### config.mk
export PLATFORM = sky130hd
export DESIGN_NAME = hang_agc_sample_scaler_top
export DESIGN_NICKNAME = d
export VERILOG_FILES = /design/src/rtl/hagc_pkg.sv /design/src/rtl/hang_agc_sample_scaler_top.sv
export SDC_FILE = /design/constraint.sdc
export NUM_CORES = 2
export LEC_CHECK = 0
export BUFFER_PORTS_ARGS = -buffer_cell sky130_fd_sc_hd__buf_2
export CAP_MARGIN = 20
export CORE_MARGIN = 5
export CORE_UTILIZATION = 50
export DETAILED_ROUTE_END_ITERATION = 8
export GPL_TIMING_DRIVEN = 0
export PLACE_DENSITY_LB_ADDON = 0.08
export SETUP_SLACK_MARGIN = 0.05
export SYNTH_ARGS = -nofsm -noshare
export SYNTH_HDL_FRONTEND = slang
export SYNTH_SLANG_ARGS = --single-unit
### constraint.sdc
create_clock -name clk -period 22.1 [get_ports clk]
set_input_delay 1.105 -clock clk [delete_from_list [all_inputs] [get_ports clk]]
set_output_delay 1.105 -clock clk [all_outputs]
set_load 0.05 [all_outputs]
### src/rtl/hagc_pkg.sv
`timescale 1ns / 1ps
`default_nettype none

package hagc_pkg;

  // Field widths fixed by the sample format and the gain format.
  localparam int SAMPLE_W   = 16;
  localparam int GAIN_W     = 32;
  localparam int HEADROOM_W = 15;
  localparam int HANG_W     = 20;
  localparam int CFG_IDX_W  = 2;
  localparam int CFG_DATA_W = 32;

  // Configuration register indexes.
  localparam logic [CFG_IDX_W-1:0] CFG_HEADROOM = 2'd0;
  localparam logic [CFG_IDX_W-1:0] CFG_RECOVERY = 2'd1;
  localparam logic [CFG_IDX_W-1:0] CFG_HANG_MAX = 2'd2;

  // Register reset values.
  localparam logic [HEADROOM_W-1:0] HEADROOM_RST = 15'd16384;
  localparam logic [GAIN_W-1:0]     RECOVERY_RST = 32'd1073999626;
  localparam logic [HANG_W-1:0]     HANG_MAX_RST = 20'd48000;
  localparam logic [GAIN_W-1:0]     GAIN_MAX     = 32'hFFFF_FFFF;

  // Upper bound on the amplitude that a full-scale complex sample can produce.
  localparam logic [31:0] AMP_MAX = 32'd46341;

  typedef logic [SAMPLE_W-1:0] sample_t;
  typedef logic [GAIN_W-1:0]   gain_t;

  // Applies the sign to a magnitude product |s| * gain, rounds the Q.31
  // value to Q1.15 with ties toward plus infinity and saturates it.
  function automatic sample_t scale_round(input logic neg, input logic [63:0] prod);
    logic signed [49:0] mag;
    logic signed [49:0] val;
    logic signed [49:0] rnd;
    logic signed [33:0] res;
    sample_t            out;
    mag = $signed({2'b00, prod[47:0]});
    val = neg ? -mag : mag;
    rnd = val + 50'sd32768;
    res = 34'(rnd >>> 16);
    if (res > 34'sd32767) begin
      out = 16'h7FFF;
    end else if (res < -34'sd32768) begin
      out = 16'h8000;
    end else begin
      out = res[15:0];
    end
    return out;
  endfunction

endpackage

`default_nettype wire

### src/rtl/hang_agc_sample_scaler_top.sv
`timescale 1ns / 1ps
`default_nettype none

// Hang AGC sample scaler. Each item is one complex baseband sample (signed
// Q1.15 I and Q). The block measures the sample amplitude as the integer
// square root of I*I + Q*Q and compares amplitude times the current gain
// against the programmed headroom. On an overload the gain is recomputed as
// headroom / amplitude and a hang counter is reloaded with hang_max; while the
// counter is nonzero the gain is held and the counter counts down once per
// item; once it is zero the gain grows by the Q2.30 growth multiplier on every
// item, saturating at all ones. The sample is then scaled by the updated gain,
// rounded and saturated to 16 bits, and given out with that gain (Q16.16).
// The gain starts at its maximum after reset. All products run on one shared
// 32 x 32 multiplier; the square root and the division each use a one-bit
// compare-and-subtract step per cycle. A small state machine sequences the
// work, so one item is processed at a time and in_stall stays high while it
// is busy. An item that recovers also passes through S_MUL_RF and S_RECOV,
// and an overload takes longest because the 31-step restoring division
// dominates; the 16-step square root is the other large share. The next
// item can be accepted in the cycle after the result is handed over. A
// finished result waits in the output register, so the next item may be
// accepted while it is still stalled, but that item cannot complete until
// the register has been taken. Configuration writes are always accepted
// (cfg_ready is tied high) and must only be issued while the block is idle;
// writes to an index beyond the register list are ignored.
module hang_agc_sample_scaler_top (
  input  wire                                  clk,
  input  wire                                  rst_n,
  input  wire                                  in_valid,
  output logic                                 in_stall,
  input  wire  hagc_pkg::sample_t              in_i_sample,
  input  wire  hagc_pkg::sample_t              in_q_sample,
  output logic                                 out_valid,
  input  wire                                  out_stall,
  output hagc_pkg::sample_t                    out_i,
  output hagc_pkg::sample_t                    out_q,
  output hagc_pkg::gain_t                      out_gain_now,
  input  wire                                  cfg_valid,
  output logic                                 cfg_ready,
  input  wire  [hagc_pkg::CFG_IDX_W-1:0]       cfg_index,
  input  wire  [hagc_pkg::CFG_DATA_W-1:0]      cfg_data
);

  import hagc_pkg::*;

  // Sequencer states.
  localparam logic [3:0] S_IDLE    = 4'd0;
  localparam logic [3:0] S_MUL_I   = 4'd1;
  localparam logic [3:0] S_MUL_Q   = 4'd2;
  localparam logic [3:0] S_SUMP    = 4'd3;
  localparam logic [3:0] S_SQRT    = 4'd4;
  localparam logic [3:0] S_MUL_AG  = 4'd5;
  localparam logic [3:0] S_CMP     = 4'd6;
  localparam logic [3:0] S_DIV     = 4'd7;
  localparam logic [3:0] S_MUL_RF  = 4'd8;
  localparam logic [3:0] S_RECOV   = 4'd9;
  localparam logic [3:0] S_SCALE_I = 4'd10;
  localparam logic [3:0] S_SCALE_Q = 4'd11;
  localparam logic [3:0] S_FIN     = 4'd12;
  localparam logic [3:0] S_DONE    = 4'd13;

  // Control and configuration state.
  logic [3:0]            state_r,    state_nxt;
  logic                  out_valid_r, out_valid_nxt;
  gain_t                 gain_r,     gain_nxt;
  logic [HANG_W-1:0]     hang_r,     hang_nxt;
  logic [HEADROOM_W-1:0] headroom_r, headroom_nxt;
  gain_t                 rf_r,       rf_nxt;
  logic [HANG_W-1:0]     hang_max_r, hang_max_nxt;

  // Datapath registers.
  logic                  neg_i_r, neg_i_nxt;
  logic                  neg_q_r, neg_q_nxt;
  sample_t               ai_r,    ai_nxt;
  sample_t               aq_r,    aq_nxt;
  logic [63:0]           prod_r,  prod_nxt;
  logic [31:0]           rem_r,   rem_nxt;
  logic [31:0]           root_r,  root_nxt;
  logic [4:0]            cnt_r,   cnt_nxt;
  logic [15:0]           drem_r,  drem_nxt;
  logic [30:0]           quo_r,   quo_nxt;
  sample_t               oi_r,    oi_nxt;
  sample_t               oq_r,    oq_nxt;
  sample_t               out_i_r, out_i_nxt;
  sample_t               out_q_r, out_q_nxt;
  gain_t                 out_g_r, out_g_nxt;

  // Shared multiplier operands.
  logic [31:0]           mul_a;
  logic [31:0]           mul_b;

  // Square root step.
  logic [31:0]           sq_bit;
  logic [32:0]           sq_sum;
  logic                  sq_take;

  // Division step.
  logic [15:0]           amp;
  logic [16:0]           dv_shift;
  logic [16:0]           dv_diff;
  logic                  dv_take;

  logic [63:0]           limit64;
  logic                  in_acc;
  logic                  out_acc;
  logic                  load_out;

  assign in_stall     = (state_r != S_IDLE);
  assign cfg_ready    = 1'b1;
  assign out_valid    = out_valid_r;
  assign out_i        = out_i_r;
  assign out_q        = out_q_r;
  assign out_gain_now = out_g_r;

  assign in_acc   = in_valid && !in_stall;
  assign out_acc  = out_valid_r && !out_stall;
  assign load_out = (state_r == S_DONE) && (!out_valid_r || !out_stall);

  assign amp      = root_r[15:0];
  assign limit64  = {33'd0, headroom_r, 16'd0};

  // Square root: one result bit per cycle, bit = 4^cnt.
  assign sq_bit  = 32'd1 << {cnt_r[3:0], 1'b0};
  assign sq_sum  = {1'b0, root_r} + {1'b0, sq_bit};
  assign sq_take = ({1'b0, rem_r} >= sq_sum);

  // Restoring division: one quotient bit per cycle.
  assign dv_shift = {drem_r, quo_r[30]};
  assign dv_diff  = dv_shift - {1'b0, amp};
  assign dv_take  = (dv_shift >= {1'b0, amp});

  always_comb begin
    case (state_r)
      S_MUL_I: begin
        mul_a = {16'd0, ai_r};
        mul_b = {16'd0, ai_r};
      end
      S_MUL_Q: begin
        mul_a = {16'd0, aq_r};
        mul_b = {16'd0, aq_r};
      end
      S_MUL_AG: begin
        mul_a = {16'd0, amp};
        mul_b = gain_r;
      end
      S_MUL_RF: begin
        mul_a = gain_r;
        mul_b = rf_r;
      end
      S_SCALE_I: begin
        mul_a = {16'd0, ai_r};
        mul_b = gain_r;
      end
      S_SCALE_Q: begin
        mul_a = {16'd0, aq_r};
        mul_b = gain_r;
      end
      default: begin
        mul_a = 32'd0;
        mul_b = 32'd0;
      end
    endcase
  end

  always_comb begin
    state_nxt     = state_r;
    out_valid_nxt = out_valid_r;
    gain_nxt      = gain_r;
    hang_nxt      = hang_r;
    headroom_nxt  = headroom_r;
    rf_nxt        = rf_r;
    hang_max_nxt  = hang_max_r;
    neg_i_nxt     = neg_i_r;
    neg_q_nxt     = neg_q_r;
    ai_nxt        = ai_r;
    aq_nxt        = aq_r;
    prod_nxt      = 64'(mul_a) * 64'(mul_b);
    rem_nxt       = rem_r;
    root_nxt      = root_r;
    cnt_nxt       = cnt_r;
    drem_nxt      = drem_r;
    quo_nxt       = quo_r;
    oi_nxt        = oi_r;
    oq_nxt        = oq_r;
    out_i_nxt     = out_i_r;
    out_q_nxt     = out_q_r;
    out_g_nxt     = out_g_r;

    if (cfg_valid) begin
      case (cfg_index)
        CFG_HEADROOM: headroom_nxt = cfg_data[HEADROOM_W-1:0];
        CFG_RECOVERY: rf_nxt       = cfg_data[GAIN_W-1:0];
        CFG_HANG_MAX: hang_max_nxt = cfg_data[HANG_W-1:0];
        default: ;
      endcase
    end

    if (out_acc) begin
      out_valid_nxt = 1'b0;
    end

    case (state_r)
      S_IDLE: begin
        if (in_acc) begin
          neg_i_nxt = in_i_sample[15];
          neg_q_nxt = in_q_sample[15];
          ai_nxt    = in_i_sample[15] ? (~in_i_sample + 16'd1) : in_i_sample;
          aq_nxt    = in_q_sample[15] ? (~in_q_sample + 16'd1) : in_q_sample;
          state_nxt = S_MUL_I;
        end
      end
      S_MUL_I: begin
        state_nxt = S_MUL_Q;
      end
      S_MUL_Q: begin
        rem_nxt   = prod_r[31:0];
        state_nxt = S_SUMP;
      end
      S_SUMP: begin
        // I*I + Q*Q is at most 2^31 and always fits.
        rem_nxt   = rem_r + prod_r[31:0];
        root_nxt  = 32'd0;
        cnt_nxt   = 5'd15;
        state_nxt = S_SQRT;
      end
      S_SQRT: begin
        if (sq_take) begin
          rem_nxt  = rem_r - sq_sum[31:0];
          root_nxt = (root_r >> 1) + sq_bit;
        end else begin
          root_nxt = root_r >> 1;
        end
        if (cnt_r == 5'd0) begin
          state_nxt = S_MUL_AG;
        end else begin
          cnt_nxt = cnt_r - 5'd1;
        end
      end
      S_MUL_AG: begin
        state_nxt = S_CMP;
      end
      S_CMP: begin
        if (prod_r > limit64) begin
          drem_nxt  = 16'd0;
          quo_nxt   = {headroom_r, 16'd0};
          cnt_nxt   = 5'd30;
          state_nxt = S_DIV;
        end else if (hang_r != '0) begin
          hang_nxt  = hang_r - {{(HANG_W-1){1'b0}}, 1'b1};
          state_nxt = S_SCALE_I;
        end else begin
          state_nxt = S_MUL_RF;
        end
      end
      S_DIV: begin
        drem_nxt = dv_take ? dv_diff[15:0] : dv_shift[15:0];
        quo_nxt  = {quo_r[29:0], dv_take};
        if (cnt_r == 5'd0) begin
          gain_nxt  = {1'b0, quo_r[29:0], dv_take};
          hang_nxt  = hang_max_r;
          state_nxt = S_SCALE_I;
        end else begin
          cnt_nxt = cnt_r - 5'd1;
        end
      end
      S_MUL_RF: begin
        state_nxt = S_RECOV;
      end
      S_RECOV: begin
        gain_nxt  = (prod_r[63:62] != 2'b00) ? GAIN_MAX : prod_r[61:30];
        state_nxt = S_SCALE_I;
      end
      S_SCALE_I: begin
        state_nxt = S_SCALE_Q;
      end
      S_SCALE_Q: begin
        oi_nxt    = scale_round(neg_i_r, prod_r);
        state_nxt = S_FIN;
      end
      S_FIN: begin
        oq_nxt    = scale_round(neg_q_r, prod_r);
        state_nxt = S_DONE;
      end
      S_DONE: begin
        if (load_out) begin
          out_i_nxt     = oi_r;
          out_q_nxt     = oq_r;
          out_g_nxt     = gain_r;
          out_valid_nxt = 1'b1;
          state_nxt     = S_IDLE;
        end
      end
      default: begin
        state_nxt = S_IDLE;
      end
    endcase
  end

  always_ff @(posedge clk) begin
    if (!rst_n) begin
      state_r     <= S_IDLE;
      out_valid_r <= 1'b0;
      gain_r      <= GAIN_MAX;
      hang_r      <= '0;
      headroom_r  <= HEADROOM_RST;
      rf_r        <= RECOVERY_RST;
      hang_max_r  <= HANG_MAX_RST;
    end else begin
      state_r     <= state_nxt;
      out_valid_r <= out_valid_nxt;
      gain_r      <= gain_nxt;
      hang_r      <= hang_nxt;
      headroom_r  <= headroom_nxt;
      rf_r        <= rf_nxt;
      hang_max_r  <= hang_max_nxt;
    end
  end

  always_ff @(posedge clk) begin
    neg_i_r <= neg_i_nxt;
    neg_q_r <= neg_q_nxt;
    ai_r    <= ai_nxt;
    aq_r    <= aq_nxt;
    prod_r  <= prod_nxt;
    rem_r   <= rem_nxt;
    root_r  <= root_nxt;
    cnt_r   <= cnt_nxt;
    drem_r  <= drem_nxt;
    quo_r   <= quo_nxt;
    oi_r    <= oi_nxt;
    oq_r    <= oq_nxt;
    out_i_r <= out_i_nxt;
    out_q_r <= out_q_nxt;
    out_g_r <= out_g_nxt;
  end

`ifndef ASSERT_OFF
  // The gain only changes in the update states, never during the square root.
  a_gain_hold: assert property (@(posedge clk) disable iff (!rst_n)
    (state_r == S_SQRT) |=> $stable(gain_r))
    else $error("gain changed during the square root");

  // A new result only appears when the sequencer hands one over.
  a_out_source: assert property (@(posedge clk) disable iff (!rst_n)
    $rose(out_valid_r) |-> ($past(state_r) == S_DONE))
    else $error("result raised outside the hand-over state");

  // The amplitude of a 16-bit complex sample never exceeds sqrt(2) full scale.
  a_amp_range: assert property (@(posedge clk) disable iff (!rst_n)
    (state_r == S_MUL_AG) |-> (root_r <= AMP_MAX))
    else $error("square root out of range");

  // An overload implies a nonzero amplitude, so the divisor is never zero.
  a_div_nonzero: assert property (@(posedge clk) disable iff (!rst_n)
    (state_r == S_DIV) |-> (amp != 16'd0))
    else $error("division by zero amplitude");
`endif

endmodule

`default_nettype wire

-- Word-level counts from Yosys, hierarchy flattened
Index checks and enable logic that the tools add are counted.
- add/subtract/negate cells: 12
- multipliers: 1
- order comparisons: 7
- eq/ne operators: 24
- shift-type cells: 1
- mux-type cells: 37
- bitwise operators: 2
- reductions and logical operators: 33
- operators with widths (cell ; number):
    32-bit one-hot mux with 4 select lines ; 2
    32-bit 2-to-1 mux ; 4
    32-bit one-hot mux with 2 select lines ; 2
    50-bit by 17-bit adder with 50-bit output, second input constant ; 2
    50-bit 2-to-1 mux ; 2
    32-bit one-hot mux with 3 select lines ; 1
    34-bit by 16-bit greater-than comparator with 1-bit output, second input constant ; 2
    34-bit by 16-bit less-than comparator with 1-bit output, second input constant ; 2
    64-bit by 31-bit greater-than comparator with 1-bit output ; 1
    32-bit by 32-bit multiplier with 64-bit output ; 1
    16-bit 2-to-1 mux ; 4
    31-bit one-hot mux with 2 select lines ; 1
    20-bit 2-to-1 mux ; 3
    4-bit one-hot mux with 14 select lines ; 1
    48-bit negation with 50-bit output ; 1
    20-bit one-hot mux with 2 select lines ; 1
    32-bit by 32-bit adder with 33-bit output ; 1
    32-bit by 33-bit >= comparator with 1-bit output ; 1
    16-bit by 1-bit adder with 16-bit output, second input constant ; 2
    31-bit by 32-bit adder with 32-bit output ; 1
    32-bit adder ; 1
    16-bit NOT ; 2
    16-bit one-hot mux with 2 select lines ; 1
    1-bit by 5-bit left shift with 32-bit output, first input constant ; 1
    34 further kinds ; 77
- bits in registers: 434
- input bits: 71
- output and inout bits: 67
- word-level logic and storage cells: 141

-- Depth between registers and ports, before layout
- word-level depth: 5
- mapped depth: 40
- mapped depth without buffers: 36

-- Least setup slack after synthesis
Ideal clock, no wire load.
- path kind: reg2reg
- start point: reg state_r[0]
- end point: reg prod_r[61]
- setup time: 0.072 ns
- arrival time: 9.621 ns
- required time: 22.028 ns
- setup slack: 12.407 ns
- cell stages (with the launch flop): 36
- path buffers: 4
- period minus slack after synthesis: 9.693 ns
- cells stage by stage: dfxtp_1 > clkbuf_1 > nand2_1 > nor2_1 > or2_2 > clkbuf_1 > clkbuf_1 > a221o_1 > clkbuf_1 > nand2_1 > fa_1 > inv_1 > fa_1 > inv_1 > fa_1 > inv_1 > fa_1 > fa_1 > fa_1 > fa_1 > inv_1 > fa_1 > inv_1 > ha_1 > a21o_1 > a21o_1 > a21o_1 > a2111oi_0 > o21ai_0 > o21ai_0 > nand2_1 > a221o_1 > a21o_1 > a41o_1 > a21oi_1 > xnor2_1
- cells in the longest elaborated chain, start to end: 4
- elaborated cells between the ends (all ways): 12
- classes of those cells: 1 x mul; 6 x eq/ne; 2 x mux; 3 x reduce/logical
- RTL lines (what ; RTL line ; text):
    start: declaration ; hang_agc_sample_scaler_top.sv:63 ; logic [3:0] state_r, state_nxt;
    start signal: assignment ; hang_agc_sample_scaler_top.sv:309 ; state_r <= state_nxt;
    4-bit == test, or another cell as far along ; hang_agc_sample_scaler_top.sv:133 ; case (state_r)
    3-bit OR reduction (no source line) / 2-bit OR reduction (equally long branches) ; -- ;
    32-bit one-hot mux with 4 select lines ; hang_agc_sample_scaler_top.sv:133 ;
    32-bit by 32-bit multiplier with 64-bit output (*) ; hang_agc_sample_scaler_top.sv:177 ; prod_nxt = 64'(mul_a) * 64'(mul_b);
    net prod_nxt[61] ; hang_agc_sample_scaler_top.sv:76 ; logic [63:0] prod_r, prod_nxt;
    end signal: assignment ; hang_agc_sample_scaler_top.sv:324 ; prod_r <= prod_nxt;
    end: declaration ; hang_agc_sample_scaler_top.sv:76 ;
Mark *: on every way through the listed nets, which the timed path passes. The rest lies on a longest branch.
A chain may end at the register's enable or synchronous reset.

-- Worst setup path in the final report
- start point: reg state_r[2]
- end point: reg prod_r[57]
Same word-level chain as after synthesis.

==> impl_metrics.yaml <==
run_status:
  run_status: "finished with violations"
  violations: "DRC, slew limit"
clock_network:
  cts_htree_levels: 2
  cts-resized-gates: 0
  clk_pin_slew_ns: 0.07
  cts_max_path_buffers: 3
  cts_buffers: 46
  postcts_setup_bufs: 0
  cts_hold_buf: 0
  clock_tree.root_cell: "clkbuf_16"
  clk_lat_worst_skew_ns: 0.62
  cts_tree: "yes"
  clock-sinks: 434
layout:
  layout.nets: 8341
  flow.area_growth_from_synthesis_pct: 8.19
  sequential_cell_area_um2: 11200
  finish.utilization_pct: 54.3
  mostFrequentLayoutCells: "inv_1 (1,048), nand2_1 (969), fa_1 (898)"
  n_fill_cell: 11241
  combined_area_of_the_multi_input_logic_cells_um2: 42700
  final_layout_size_suffix_gt1_share_pct: 5.04
  final_common_cell: "inv_1"
job:
  cap_viol_max_count: 0
power:
  seq_power_share_pct: 16.0
  comb_power_share_pct: 73.8
  p_clk_share_pct: 10.1
  pwr_density_cell_nw_per_um2: 119
  sw_frac_of_total_pct: 57.4
  net_switching_power_uw: 4370
  power.ir.vdd_worst_mv: 0.173
  leakagePower_uw: 0.0292
  p_int_uw: 3240
worst_setup_path:
  crit_path_frequent_cell: "fa_1"
  path_buf_inv: 10
  crit_path_max_fanout: 10
  top_family_by_delay_on_critical_path: "adder cells"
  cp-start-kind: "register"
  critPathMaxStageDelay_ns: 0.76
  cp_data_arrival_time_ns: 13.25
  crit-reg2reg-launch: "state_r[2]"
  setup.worst_path.start: "state_r[2]"
  worstSetupPathType: "register to register"
  required_ns: 22.63
  critPathCaptureType: "register"
  critPathSlowestCell: "clkbuf_1"
placed_design:
  port_buffers: 136
  place.gp.congestion: 1.04
  detailed_place_hpwl_mm: 195
floorplanning:
  io-pin-count: 138
  design.die.area_um2: 125000
  fp-row-count: 126
  die_height_um: 354
  core_area_um2: 118000
  initial_utilization_pct: 50.2
  die_width_um: 354
global_routing:
  grt_start_max_net_pins: 36
  overflow: 0
  grt_pass1_vias: 50597
  grtUsageTotal_pct: 37.3
  grt_antenna_before_repair: 14
  grt_pass1_wl_mm: 343
detailed_routing:
  via_per_inst: 5.97
  drt_iter0_drc: 5289
  route.antenna.remaining_nets: 0
  total_length_of_routed_met2_wires_mm: 99.8
  wl_met1_mm: 96.9
  wire_per_inst_um: 27.5
  drt-total-wl_mm: 235
  dr_total_vias: 51076
  route.detailed.drc: 2
  detailroute.wirelength.met3_mm: 26.1
  highest-signal-layer: "met5"
  drt-pass1-iter-count: 9
timing:
  setup_total_negative_slack_ns: 0
  setup_viol: 0
  achievable-frequency_ghz: 0.0786
  drv_slew: 13
  finalWorstPathRequiredPeriod_ns: 12.72
  worst_pin_slew_ns: 1.66
  maxSlewHeadroom_pct: -10.3
  grt_setup_unrepaired: "no"
  period_share_pct: 57.6
  hold_viol_final: 0
  skew_ns: 0.0334
logic_synthesis:
  async_reset_ff_share_pct: 0
  synth-seq-area-share_pct: 18.9
  syn_area_um2: 59100
  synth_fp_nets: 8117
  synth-seq-cells: 434
  syn-mean-instance-area_um2: 8.76
  synth-warning-count: 0
  yosysUniqueCellTypes: 97
  syn-instance-count: 6746
  dominantRegCellSynth: "edfxtp_1"
  synth_edf_count: 246
min_path:
  hp-class: "register to register"
  min-delay-start: "oi_r[12]"
routing by layer:
| layer | vias up | track usage [%] |
|---|---|---|
| li1 | 22156 | - |
| met1 | 25597 | 51.7 |
| met2 | 2777 | 55.5 |
| met3 | 538 | 10.3 |
| met4 | 8 | 15.4 |
| met5 | - | 0 |
cell type report:
type / instances / area share, %
multi-input cells: 4892 / 66.8
flip-flops and latches: 434 / 17.5
inverters: 1051 / 6.17
well taps: 1536 / 3.01
plain buffers: 369 / 2.21
clock buffers: 64 / 2.05
repair buffers: 176 / 2.01
clock inverters: 18 / 0.221
diodes: 11 / 0.0431
synthesized netlist by cell type, types with 27 or more instances:
master / n / area share, %
o21bai_1: 31 / 0.39
dfxtp_1: 188 / 6.4
nor4_1: 28 / 0.30
a22o_1: 35 / 0.52
nor2b_1: 33 / 0.35
or3_1: 37 / 0.39
a31oi_1: 40 / 0.42
nand3_1: 64 / 0.54
or2_2: 27 / 0.29
nor2_1: 772 / 4.9
xor2_1: 133 / 2.0
and3_1: 33 / 0.35
xnor2_1: 190 / 2.8
a21oi_1: 224 / 1.9
inv_1: 1049 / 6.7
fa_1: 898 / 30
ha_1: 402 / 8.5
nor3_1: 71 / 0.60
a221o_1: 50 / 0.85
nand2_1: 969 / 6.2
clkbuf_1: 335 / 2.1
and2_1: 45 / 0.48
a211oi_1: 31 / 0.39
a21o_1: 85 / 1.1
nand4_1: 59 / 0.62
edfxtp_1: 246 / 13
nand2b_1: 42 / 0.44
o31ai_1: 31 / 0.39
o21ai_0: 232 / 2.0
flip-flops by register name, summed over array words and instances (netlist names), 16 cells and up:
register	count
oi_r	16
out_gain_now	32
drem_r	16
quo_r	31
out_i	16
gain_r	32
hang_max_r	20
rf_r	32
rem_r	32
ai_r	16
root_r	32
oq_r	16
hang_r	20
prod_r	64
out_q	16
aq_r	16
power groups by stage:
| stage | registers [µW] | logic [µW] | clock network (µW) |
|---|---|---|---|
| 2_1_floorplan | 1130 | 3490 | 0 |
| 3_3_place_gp | 1230 | 5340 | 0 |
| 3_5_place_dp | 1220 | 5470 | 0 |
| 4_1_cts | 1210 | 5510 | 784 |
| 5_1_grt | 1220 | 6080 | 820 |
| 6_report | 1220 | 5620 | 772 |
per-stage QoR:
step           hold slack [ns]  worst slack [ns]  total power (µW)  cells  cell area, µm²
4_1_cts                  0.404              9.63              7500   8534           63800
2_1_floorplan            0.400             12.41              4620   6746           59100
3_5_place_dp             0.405              9.68              6700   8452           62300
6_report                 0.402              9.38              7610   8551           63900
3_3_place_gp             0.401              7.68              6570   8418           61700
5_1_grt                  0.414              8.99              8120   8544           63900
logic make-up after synthesis:
family          after synthesis  share of synthesized area (%)
xor+xnor                    323                           4.79
flops                       434                           18.9
buf+inv                    1420                           9.07
simple gates               2278                           16.9
fa+ha+maj                  1301                           39.0
compound gates              964                           10.9
mux                          25                          0.430
other cells                   1                        0.00635
final timing paths:
kind | cells after the start | endpoint | slack, ns
worst max-delay path | 36 | prod_r[57] | 9.38
worst min-delay path | 0 | out_i[12] | 0.40
worst max register to register | 36 | prod_r[57] | 9.38
worst min register to register | 0 | out_i[12] | 0.40
No activity file was read; power rests on OpenSTA's default activity.
